==> config.mk <==
export PLATFORM = sky130hd
export DESIGN_NAME = prefix_length_varint_decoder
export DESIGN_NICKNAME = d
export VERILOG_FILES = /design/src/rtl/pvd_pkg.sv /design/src/rtl/prefix_length_varint_decoder.sv
export SDC_FILE = /design/constraint.sdc
export NUM_CORES = 1
export LEC_CHECK = 0
export ABC_AREA = 0
export BUFFER_PORTS_ARGS = -buffer_cell sky130_fd_sc_hd__buf_2
export CAP_MARGIN = 5
export CORE_MARGIN = 2
export CORE_UTILIZATION = 45
export DETAILED_ROUTE_END_ITERATION = 8
export HOLD_SLACK_MARGIN = 0.1
export PLACE_DENSITY = 0.65
export SLEW_MARGIN = 20
export SYNTH_ARGS = -nofsm -noshare
export SYNTH_HDL_FRONTEND = slang
export SYNTH_SLANG_ARGS = --single-unit
==> constraint.sdc <==
create_clock -name clk -period 10.2 [get_ports clk]
set_input_delay 1.02 -clock clk [delete_from_list [all_inputs] [get_ports clk]]
set_output_delay 1.02 -clock clk [all_outputs]
set_load 0.05 [all_outputs]
==> src/rtl/pvd_pkg.sv <==
// Types and constants shared by the prefix-length varint decoder.
package pvd_pkg;

  typedef struct packed {
    logic [7:0] data_byte;
    logic [1:0] target_size;
    logic       target_is_signed;
    logic       encoding_is_signed;
  } pvd_in_t;

  typedef struct packed {
    logic [63:0] value;
    logic [1:0]  status;
  } pvd_out_t;

  typedef enum logic [1:0] {
    ST_OK           = 2'd0,
    ST_NEG_UNSIGNED = 2'd1,
    ST_TOO_BIG      = 2'd2,
    ST_RESERVED     = 2'd3
  } pvd_status_t;

  localparam int          LONG_MIN_BYTES = 4;
  localparam logic [3:0]  EXCESS_MAX     = 4'hF;

endpackage

==> src/rtl/prefix_length_varint_decoder.sv <==
// Prefix-length varint decoder: input register, one-pass decode, result register.
//
// Usage: one encoded byte per input transaction on in_data (with the target
// size and sign flags, which count only on a number's first byte). The first
// byte gives the length by its leading ones: 1 to 4 bytes (7 to 28 data bits)
// or a long form 1111nnnn followed by nnnn+4 data bytes, all big-endian.
// When a number completes, one result transaction carries the value in the
// target width (sign or zero extended to 64 bits) and a status: ok, negative
// into unsigned, too big, or reserved length. Bytes that do not complete a
// number give no result.
// Throughput: one byte per cycle unless a completing byte waits on a stalled
// result, set by the single decode pass between the input register and the
// result register, which is loaded as the number's last byte leaves the input.
// Reset: synchronous active-low rst_n drops both valid flags and returns the
// decoder to awaiting a first byte.
// Stall: a waiting result stays in the output register; bytes that give no
// result keep flowing, and a completing byte waits in the input register,
// which raises in_stall until out_stall drops.
module prefix_length_varint_decoder
  import pvd_pkg::*;
#(
  parameter int MAX_LONG_BYTES   = 16,
  parameter int MAX_TARGET_BYTES = 8
) (
  input  logic     clk,
  input  logic     rst_n,
  input  logic     in_valid,
  output logic     in_stall,
  input  pvd_in_t  in_data,
  output logic     out_valid,
  input  logic     out_stall,
  output pvd_out_t out_data
);

  localparam int BLW = $clog2(MAX_LONG_BYTES + 1);
  localparam logic [BLW-1:0] LongMin  = BLW'(LONG_MIN_BYTES);
  localparam logic [4:0]     LongMax  = 5'(MAX_LONG_BYTES);
  localparam logic [3:0]     MaxTgtB  = 4'(MAX_TARGET_BYTES);

  pvd_in_t        s1_r;
  logic           s1_valid_r;
  logic [BLW-1:0] bytes_left_r, bytes_left_nxt;
  logic [63:0]    acc_r, acc_nxt;
  logic [3:0]     mode_r, mode_nxt;
  logic           fit_err_r, fit_err_nxt;
  logic [3:0]     excess_r, excess_nxt;
  pvd_out_t       out_r, res;
  logic           out_valid_r;
  logic           done;
  logic           s2_go;

  always_comb begin
    logic [7:0]  b;
    logic        esig, tsig, neg, fin;
    logic [4:0]  lsize;
    logic [3:0]  tb_raw, tb;
    logic [6:0]  nbits;
    logic [63:0] mask, hi, sbit, v;
    logic [1:0]  st;
    b              = s1_r.data_byte;
    bytes_left_nxt = bytes_left_r;
    acc_nxt        = acc_r;
    mode_nxt       = mode_r;
    fit_err_nxt    = fit_err_r;
    excess_nxt     = excess_r;
    done           = 1'b0;
    fin            = 1'b0;
    res.value      = '0;
    res.status     = ST_RESERVED;
    lsize          = {1'b0, b[3:0]} + 5'(LONG_MIN_BYTES);

    if (bytes_left_r == '0) begin
      mode_nxt    = {s1_r.encoding_is_signed, s1_r.target_is_signed, s1_r.target_size};
      fit_err_nxt = 1'b0;
      excess_nxt  = '0;
      esig        = s1_r.encoding_is_signed;
      case (b[7:4]) inside
        4'b0??? : begin
          acc_nxt = {{57{esig & b[6]}}, b[6:0]};
          fin     = 1'b1;
        end
        4'b10?? : begin
          acc_nxt        = {{58{esig & b[5]}}, b[5:0]};
          bytes_left_nxt = BLW'(1);
        end
        4'b110? : begin
          acc_nxt        = {{59{esig & b[4]}}, b[4:0]};
          bytes_left_nxt = BLW'(2);
        end
        4'b1110 : begin
          acc_nxt        = {{60{esig & b[3]}}, b[3:0]};
          bytes_left_nxt = BLW'(3);
        end
        default : begin
          acc_nxt = '0;
          if (lsize > LongMax) begin
            done = 1'b1;
          end else begin
            bytes_left_nxt = BLW'(lsize);
          end
        end
      endcase
    end else begin
      esig = mode_r[3];
      if (excess_r == '0 && bytes_left_r >= LongMin) begin
        acc_nxt    = {{56{esig & b[7]}}, b};
        excess_nxt = 4'd1;
      end else begin
        if (esig) begin
          if (acc_r[63:55] != '0 && acc_r[63:55] != '1) fit_err_nxt = 1'b1;
        end else if (acc_r[63:56] != '0) begin
          fit_err_nxt = 1'b1;
        end
        acc_nxt = {acc_r[55:0], b};
        if (excess_r != '0 && excess_r < EXCESS_MAX) excess_nxt = excess_r + 4'd1;
      end
      bytes_left_nxt = bytes_left_r - BLW'(1);
      fin            = (bytes_left_nxt == '0);
    end

    // completion: fit check and target-width extension
    tsig   = mode_nxt[2];
    neg    = mode_nxt[3] & acc_nxt[63];
    tb_raw = 4'd1 << mode_nxt[1:0];
    tb     = (tb_raw > MaxTgtB) ? MaxTgtB : tb_raw;
    nbits  = {tb, 3'b000};
    mask   = ~64'd0 >> (7'd64 - nbits);
    hi     = ~(mask >> 1);
    sbit   = mask & hi;
    if (fit_err_nxt) begin
      st = ST_TOO_BIG;
    end else if (neg && !tsig) begin
      st = ST_NEG_UNSIGNED;
    end else if (tsig) begin
      st = ((acc_nxt & hi) != (neg ? hi : 64'd0)) ? ST_TOO_BIG : ST_OK;
    end else begin
      st = ((acc_nxt & ~mask) != '0) ? ST_TOO_BIG : ST_OK;
    end
    v = acc_nxt & mask;
    if (tsig && ((acc_nxt & sbit) != '0)) v = v | ~mask;

    if (fin) begin
      done           = 1'b1;
      res.value      = v;
      res.status     = st;
      bytes_left_nxt = '0;
      fit_err_nxt    = 1'b0;
      excess_nxt     = '0;
    end
  end

  assign s2_go    = s1_valid_r && !(done && out_valid_r && out_stall);
  assign in_stall = s1_valid_r && !s2_go;

  always_ff @(posedge clk) begin
    if (!rst_n) begin
      s1_valid_r   <= 1'b0;
      out_valid_r  <= 1'b0;
      bytes_left_r <= '0;
      fit_err_r    <= 1'b0;
      excess_r     <= '0;
    end else begin
      if (in_valid && !in_stall) begin
        s1_valid_r <= 1'b1;
      end else if (s2_go) begin
        s1_valid_r <= 1'b0;
      end
      if (s2_go) begin
        bytes_left_r <= bytes_left_nxt;
        fit_err_r    <= fit_err_nxt;
        excess_r     <= excess_nxt;
      end
      if (s2_go && done) begin
        out_valid_r <= 1'b1;
      end else if (!out_stall) begin
        out_valid_r <= 1'b0;
      end
    end
  end

  always_ff @(posedge clk) begin
    if (in_valid && !in_stall) s1_r <= in_data;
    if (s2_go) begin
      acc_r  <= acc_nxt;
      mode_r <= mode_nxt;
    end
    if (s2_go && done) out_r <= res;
  end

  assign out_valid = out_valid_r;
  assign out_data  = out_r;

  a_stall_needs_item: assert property (@(posedge clk) disable iff (!rst_n)
    !s1_valid_r |-> !in_stall)
    else $error("in_stall raised with empty input register");

  a_reserved_zero: assert property (@(posedge clk) disable iff (!rst_n)
    out_valid_r && out_r.status == ST_RESERVED |-> out_r.value == '0)
    else $error("reserved length result carries a nonzero value");

  a_len_bound: assert property (@(posedge clk) disable iff (!rst_n)
    bytes_left_r <= BLW'(MAX_LONG_BYTES))
    else $error("byte count beyond longest form");

  a_fit_long_only: assert property (@(posedge clk) disable iff (!rst_n)
    fit_err_r |-> excess_r != '0)
    else $error("fit error outside a long form");

endmodule
## Yosys cells after proc, flatten, opt, wreduce, memory -nomap -nowiden

Index checks and enable logic that the tools add are counted.

| word-level totals | value |
|---|---|
| register bits | 158 |
| input port bits | 16 |
| output and inout bits | 68 |
| logic and storage cells | 120 |

| cells by class | value |
|---|---|
| add/sub/neg operators | 4 |
| order comparisons | 4 |
| eq/ne operators | 8 |
| shift-type cells | 2 |
| muxes and demuxes | 45 |
| bitwise logic cells | 15 |
| reduce and logical (&&, ||, !) cells | 28 |

Operators by type and width:

| kind | number |
|---|---|
| 64-bit 2-to-1 mux | 8 |
| 64-bit AND | 5 |
| 64-bit nonzero test | 2 |
| 64-bit != test | 1 |
| 63-bit inverter with 64-bit output | 1 |
| 64-bit inverter | 1 |
| 64-bit OR | 1 |
| 64-bit by 7-bit right shift with 64-bit output, first input constant | 1 |
| 5-bit 2-to-1 mux | 7 |
| 4-bit 2-to-1 mux | 6 |
| 1-bit 2-to-1 mux | 20 |
| 1-bit logical AND | 11 |
| 5-bit zero test | 2 |
| 9-bit != test, second input constant | 1 |
| 9-bit nonzero test | 1 |
| 2-bit 2-to-1 mux | 4 |
| 4-bit nonzero test | 2 |
| 8-bit nonzero test | 1 |
| 7-bit subtractor, first input constant | 1 |
| 1-bit AND | 6 |
| 6-bit by 5-bit != test with 1-bit output, second input constant | 1 |
| 4-bit by 3-bit adder with 5-bit output, second input constant | 1 |
| 5-bit by 3-bit >= comparator with 1-bit output, second input constant | 1 |
| 5-bit > comparator, second input constant | 1 |
| other kinds (17) | 20 |

## Logic depth before layout (Yosys ltp)

| depth | value |
|---|---|
| depth after elaboration | 18 |
| depth in mapped cells | 11 |
| gate-level depth less buffers | 10 |

## Least setup slack after synthesis

Ideal clock, no wire load.

| path | value |
|---|---|
| path kind | reg2reg |
| start | register bytes_left_r[0] |
| end | register out_r, in the netlist out_data[0], enable pin |
| setup time | 491 ps |
| arrival time | 4,697 ps |
| data required time | 9,709 ps |
| path slack | 5,013 ps |
| cell stages (with the launch flop) | 10 |
| clock period less this slack | 5,187 ps |
| cells stage by stage | dfxtp_1 inv_1 ha_1 or3b_2 a21o_1 a31oi_1 buf_2 clkbuf_1 nor2_1 nor2_1 |

| between the ends | value |
|---|---|
| cells in the longest elaborated chain, start to end | 9 |

Ends and longest elaborated chain:

| element | line | source |
|---|---|---|
| start, declared | prefix_length_varint_decoder.sv:42 | `logic [BLW-1:0] bytes_left_r, bytes_left_nxt;` |
| start signal, assigned | prefix_length_varint_decoder.sv:169 | `bytes_left_r <= bytes_left_nxt;` |
| 5-bit by 1-bit subtractor with 5-bit output | prefix_length_varint_decoder.sv:117 | `bytes_left_nxt = bytes_left_r - BLW'(1);` |
| 5-bit zero test | prefix_length_varint_decoder.sv:118 | `fin = (bytes_left_nxt == '0);` |
| 1-bit 2-to-1 mux | prefix_length_varint_decoder.sv:72 | `if (bytes_left_r == '0) begin` |
| 1-bit 2-to-1 mux (*) | prefix_length_varint_decoder.sv:142 | `if (fin) begin` |
| 1-bit logical AND (2 in a row) | prefix_length_varint_decoder.sv:152 | `assign s2_go = s1_valid_r && !(done && out_valid_r && out_stall);` |
| 1-bit zero test | prefix_length_varint_decoder.sv:152 |  |
| 1-bit logical AND | prefix_length_varint_decoder.sv:152 |  |
| 1-bit logical AND (*) | prefix_length_varint_decoder.sv:187 | `if (s2_go && done) out_r <= res;` |
| end signal, assigned | prefix_length_varint_decoder.sv:187 |  |
| end, declared | prefix_length_varint_decoder.sv:47 | `pvd_out_t out_r, res;` |

Every way passes the cells marked *; elsewhere a longest branch is shown, timed or not.
A chain may end at the register's enable or synchronous reset.

## Final worst setup path

| path | value |
|---|---|
| start | register bytes_left_r[2] |
| end | output port in_stall |

| between the ends | value |
|---|---|
| cells in the longest elaborated chain, start to end | 10 |

Ends and longest elaborated chain:

| element | line | source |
|---|---|---|
| 5-bit by 1-bit subtractor with 5-bit output | prefix_length_varint_decoder.sv:117 |  |
| 5-bit zero test | prefix_length_varint_decoder.sv:118 |  |
| 1-bit 2-to-1 mux | prefix_length_varint_decoder.sv:72 |  |
| 1-bit 2-to-1 mux (*) | prefix_length_varint_decoder.sv:142 |  |
| 1-bit logical AND (*) (2 in a row) | prefix_length_varint_decoder.sv:152 |  |
| 1-bit zero test (*) | prefix_length_varint_decoder.sv:152 |  |
| 1-bit logical AND (*) | prefix_length_varint_decoder.sv:152 |  |
| 1-bit zero test (*) | prefix_length_varint_decoder.sv:153 | `assign in_stall = s1_valid_r && !s2_go;` |
| 1-bit logical AND (*) | prefix_length_varint_decoder.sv:153 |  |
| end, declared | prefix_length_varint_decoder.sv:28 | `output logic in_stall,` |

Marks and branches as above.

==> report_table.html <==
<table>
<tr><th>Metric</th><th>Value</th></tr>
<tr><th colspan="2">Global route</th></tr>
<tr><td>First-pass GRT wire length</td><td>27400 um</td></tr>
<tr><td>Total GRT Usage</td><td>19.7%</td></tr>
<tr><td>Via count of the first global-routing pass</td><td>5227</td></tr>
<tr><td>Number of antenna violations at the first check in global routing</td><td>0</td></tr>
<tr><td>Pin count of the biggest net entering global routing</td><td>73</td></tr>
<tr><td>Overflow after GRT</td><td>0</td></tr>
<tr><th colspan="2">Power and ir drop</th></tr>
<tr><td>Fraction of power consumed by the clock network</td><td>32.9%</td></tr>
<tr><td>Share of total power in combinational logic</td><td>22.2%</td></tr>
<tr><td>Net switching fraction of the power</td><td>30.4%</td></tr>
<tr><td>Total net switching power</td><td>0.000555 W</td></tr>
<tr><td>Total leakage power</td><td>3.30 nW</td></tr>
<tr><td>Pwr dens</td><td>210 nW/um2</td></tr>
<tr><td>Peak supply drop</td><td>0.121 mV</td></tr>
<tr><td>Part of the total power dissipated in sequential elements</td><td>44.9%</td></tr>
<tr><td>Internal Pwr Total</td><td>0.00127 W</td></tr>
<tr><th colspan="2">Clock network</th></tr>
<tr><td>Clock slew at the register clock pins of the worst setup and hold paths</td><td>0.06 ns</td></tr>
<tr><td>Clk Tree Root Cell</td><td>clkbuf_16</td></tr>
<tr><td>Num CTS Buffers</td><td>17</td></tr>
<tr><td>Hold bufs inserted after CTS</td><td>0</td></tr>
<tr><td>CTS tree</td><td>yes</td></tr>
<tr><td>Number of levels in the clock H-tree</td><td>4</td></tr>
<tr><td>CTS Buffer Depth</td><td>2</td></tr>
<tr><td>Clk sink count</td><td>158</td></tr>
<tr><td>Post-CTS Setup Repair Bufs</td><td>0</td></tr>
<tr><td>Post-CTS Resized</td><td>0</td></tr>
<tr><td>Worst-Skew Late Latency</td><td>0.42 ns</td></tr>
<tr><th colspan="2">Floorplan</th></tr>
<tr><td>Die area</td><td>17700 um2</td></tr>
<tr><td>Chip Height</td><td>133 um</td></tr>
<tr><td>Standard-cell row count</td><td>47</td></tr>
<tr><td>Core Region</td><td>16400 um2</td></tr>
<tr><td>Total I/O pin count</td><td>84</td></tr>
<tr><td>Initial core utilization</td><td>45.7%</td></tr>
<tr><td>Die outline width</td><td>133 um</td></tr>
<tr><th colspan="2">STA</th></tr>
<tr><td>Final period utilization</td><td>37.7%</td></tr>
<tr><td>Actual slew at the worst max-slew pin</td><td>1.03 ns</td></tr>
<tr><td>Final sum of negative setup slack</td><td>0 ns</td></tr>
<tr><td>Fmax</td><td>260 MHz</td></tr>
<tr><td>Tmin final</td><td>3.85 ns</td></tr>
<tr><td>RSZ-0062 raised after global routing</td><td>no</td></tr>
<tr><td>Normalized max-slew margin</td><td>31.0%</td></tr>
<tr><td>Setup Viol. Count Final</td><td>0</td></tr>
<tr><td>Max Slew Vio Count</td><td>0</td></tr>
<tr><td>Hold WS</td><td>0.478 ns</td></tr>
<tr><td>Final clock skew</td><td>0.00802 ns</td></tr>
<tr><td>Count of final hold-check violations</td><td>0</td></tr>
<tr><th colspan="2">Setup path</th></tr>
<tr><td>Crit path launch type</td><td>flip-flop</td></tr>
<tr><td>Cell breakdown of the critical path</td><td>or3_1 &gt; or4_1 &gt; nor2_1 &gt; o21ai_0 &gt; nor2_1 &gt; buf_2</td></tr>
<tr><td>Highest net fanout along the worst path</td><td>15</td></tr>
<tr><td>Data arrival time of the critical path</td><td>2.83 ns</td></tr>
<tr><td>Path depth of the worst reg2reg path</td><td>9</td></tr>
<tr><td>Cell repeated most along the worst path</td><td>nor2_1</td></tr>
<tr><td>Worst Setup End Kind</td><td>output port</td></tr>
<tr><td>Slowest cell on the critical path</td><td>or4_1</td></tr>
<tr><td>Required time of the worst setup path</td><td>9.18 ns</td></tr>
<tr><td>Critical R2R Capture</td><td>out_data[34]</td></tr>
<tr><td>Critical path class</td><td>flip-flop to output port</td></tr>
<tr><td>Setup slack on the worst flop-to-flop path</td><td>6.65 ns</td></tr>
<tr><td>Stage delay of the slowest cell on the critical path</td><td>0.58 ns</td></tr>
<tr><td>Worst reg2reg path startpoint</td><td>bytes_left_r[0]</td></tr>
<tr><th colspan="2">Min path</th></tr>
<tr><td>Cell depth of the worst hold path</td><td>2</td></tr>
<tr><td>Worst min path class</td><td>flip-flop to flip-flop</td></tr>
<tr><td>Hold Path Sink</td><td>fit_err_r</td></tr>
<tr><td>Launch instance of the worst min-delay path</td><td>fit_err_r</td></tr>
<tr><th colspan="2">Placement</th></tr>
<tr><td>Placed Cells</td><td>942</td></tr>
<tr><td>Half-perimeter wire length after detailed placement</td><td>11600 um</td></tr>
<tr><td># port buffers</td><td>83</td></tr>
<tr><td>Post-DP Area</td><td>8150 um2</td></tr>
<tr><td>Final weighted congestion of routability-driven global placement</td><td>0.912</td></tr>
<tr><th colspan="2">Cells and area</th></tr>
<tr><td>Layout cells sized above 1</td><td>18.1%</td></tr>
<tr><td>Final Net Count</td><td>763</td></tr>
<tr><td>Number of fill cells in the layout</td><td>1394</td></tr>
<tr><td>Post-route non-filler standard cell count</td><td>973</td></tr>
<tr><td>Antenna cell count</td><td>0</td></tr>
<tr><td>Area Growth Syn to Fin</td><td>16.0%</td></tr>
<tr><td>Post-route cell area</td><td>8700 um2</td></tr>
<tr><th colspan="2">Status</th></tr>
<tr><td>Status</td><td>complete, no violations</td></tr>
<tr><th colspan="2">Synthesis</th></tr>
<tr><td>Number of library cell types mapped by synthesis</td><td>59</td></tr>
<tr><td>Synth Cell Area</td><td>7500 um2</td></tr>
<tr><td>Total number of yosys warnings</td><td>0</td></tr>
<tr><td>Number of flops mapped to enable cells by yosys</td><td>146</td></tr>
<tr><td>Post-synth top area cell</td><td>edfxtp_1</td></tr>
<tr><td>Syn Nets</td><td>689</td></tr>
<tr><td>Fraction of post-synthesis cell area in the top cell type by area</td><td>58.5%</td></tr>
<tr><td>Main flop type after synthesis</td><td>edfxtp_1</td></tr>
<tr><td>Average cell area after synthesis</td><td>11.2 um2</td></tr>
<tr><td>Sequential element share of the synthesized area</td><td>61.7%</td></tr>
<tr><td>Most area-consuming cells after synthesis</td><td>edfxtp_1 58%, nand2_1 6.5%, o21a_1 6.1%</td></tr>
<tr><td>Fraction of registers with async set/reset</td><td>0%</td></tr>
<tr><td>Yosys reg bits</td><td>158</td></tr>
<tr><td>Cells after Synth</td><td>667</td></tr>
<tr><th colspan="2">Routing</th></tr>
<tr><td>Routed wirelength normalized by instance count</td><td>17.3 um</td></tr>
<tr><td>Via density</td><td>5.57</td></tr>
<tr><td>Vias after detailed routing</td><td>5420</td></tr>
<tr><td>Total wire length after detailed routing</td><td>16900 um</td></tr>
<tr><td>Remaining DRCs</td><td>0</td></tr>
<tr><td>Iteration-0 DRC Markers</td><td>488</td></tr>
<tr><td>Routed length on met3</td><td>866 um</td></tr>
<tr><td>Routed length on met1</td><td>7470 um</td></tr>
<tr><td>Count of antenna-violating nets left after detailed routing</td><td>0</td></tr>
<tr><td>First-pass iteration count of the detailed router</td><td>5</td></tr>
<tr><td>Max layer used</td><td>met4</td></tr>
<tr><td>Routed length on met2</td><td>8180 um</td></tr>
<tr><th colspan="2">Flow run</th></tr>
<tr><td>Max-capacitance violation count</td><td>0</td></tr>
</table>
[layer usage]
layer,vias to the layer above,GRT usage [%]
li1,2583,-
met1,2638,26.4
met2,168,32.4
met3,31,3.96
met4,0,6.50
met5,-,0
[sequential cells by signal, summed over array words and instances (netlist names)]
| register | cells |
|---|---|
| out_data | 66 |
| acc_r | 64 |
| s1_r | 12 |
| bytes_left_r | 5 |
| excess_r | 4 |
| mode_r | 4 |
| fit_err_r | 1 |
| out_valid | 1 |
| s1_valid_r | 1 |
[how the worst max path moves through the flow]
stage / start / to / slack (ns)
floorplan: bytes_left_r[0] / out_data[0] / 5.01
global placement: bytes_left_r[0] / out_data[58] / 6.70
detailed placement: bytes_left_r[0] / out_data[60] / 6.62
CTS: bytes_left_r[2] / in_stall / 6.33
global route: bytes_left_r[2] / in_stall / 6.10
finish: bytes_left_r[2] / in_stall / 6.35
[metrics by stage]
step	setup WS, ns	power (W)	utilization [%]
2_1_floorplan	5.01	0.00113	-
3_3_place_gp	6.70	0.00123	49.7
3_5_place_dp	6.62	0.00124	49.7
4_1_cts	6.33	0.00184	53.0
5_1_grt	6.10	0.00191	53.0
6_report	6.35	0.00183	53.0
[cell usage in the layout, fill, tap and decap left out, types with 14 or more instances in the layout]
cell	instances
buf_2	83
inv_1	14
clkbuf_16	17
nor2b_1	35
nand4_1	16
edfxtp_1	146
a21oi_1	24
nor2_1	24
o21a_1	61
nand2_1	129
nor4_1	18
and2_1	34
[synth_stat cells, types with 2 or more instances]
library cell  instances
a211o_1               2
a211oi_1              4
a21boi_0              2
a21o_1                3
a21oi_1              25
a311oi_1              4
a31oi_1               9
and2_1               34
buf_1                 5
buf_2                11
clkbuf_1             20
dfxtp_1              12
edfxtp_1            146
ha_1                  6
inv_1                15
mux2i_1               4
nand2_1             129
nand2b_1              2
nand3_1               9
nand4_1              16
nand4b_1              2
nor2_1               26
nor2b_1              35
nor3_1               13
nor3_2                2
nor3b_1               2
nor4_1               18
o21a_1               61
o21ai_0               9
o21bai_1              3
o22ai_1               2
o31ai_1               3
or3_1                 5
or4_1                 2
xnor2_1               2
[worst max-delay path, delay by kind of cell, from the launching register on]
family                 cells  cell delay, ns
AND/OR/NAND/NOR            4            1.53
flip-flops                 1            0.45
buffers and inverters      1            0.30
AO/OA/AOI/OAI              1            0.13
[final cells by class]
type / instances / area, um2 / share of cell area, %
Timing Repair Buffer: 91 / 475 / 5.46
Clock buffer: 19 / 433 / 4.97
Inverter: 17 / 63.8 / 0.733
Tap cell: 220 / 275 / 3.16
Sequential cell: 158 / 4620 / 53.1
Multi-Input combinational cell: 456 / 2710 / 31.1
Clock inverter: 12 / 123 / 1.41
[logic make-up (layout without fill, tap and decap cells)]
group | after synthesis | after routing | share of synthesized area [%]
xor+xnor | 3 | 3 | 0.350
fa+ha+maj | 6 | 6 | 1.00
flops | 158 | 158 | 61.7
mux | 5 | 5 | 0.684
simple gates | 304 | 304 | 20.5
buf+inv | 53 | 139 | 2.84
compound gates | 138 | 138 | 13.0
[power by group through the flow]
stage	clock (W)	combinational [W]	sequential, W
6_report	0.000601	0.000406	0.000820
5_1_grt	0.000634	0.000447	0.000826
4_1_cts	0.000609	0.000407	0.000820
3_5_place_dp	0	0.000404	0.000833
3_3_place_gp	0	0.000398	0.000832
2_1_floorplan	0	0.000259	0.000873
(Power assumes the default switching activity.)
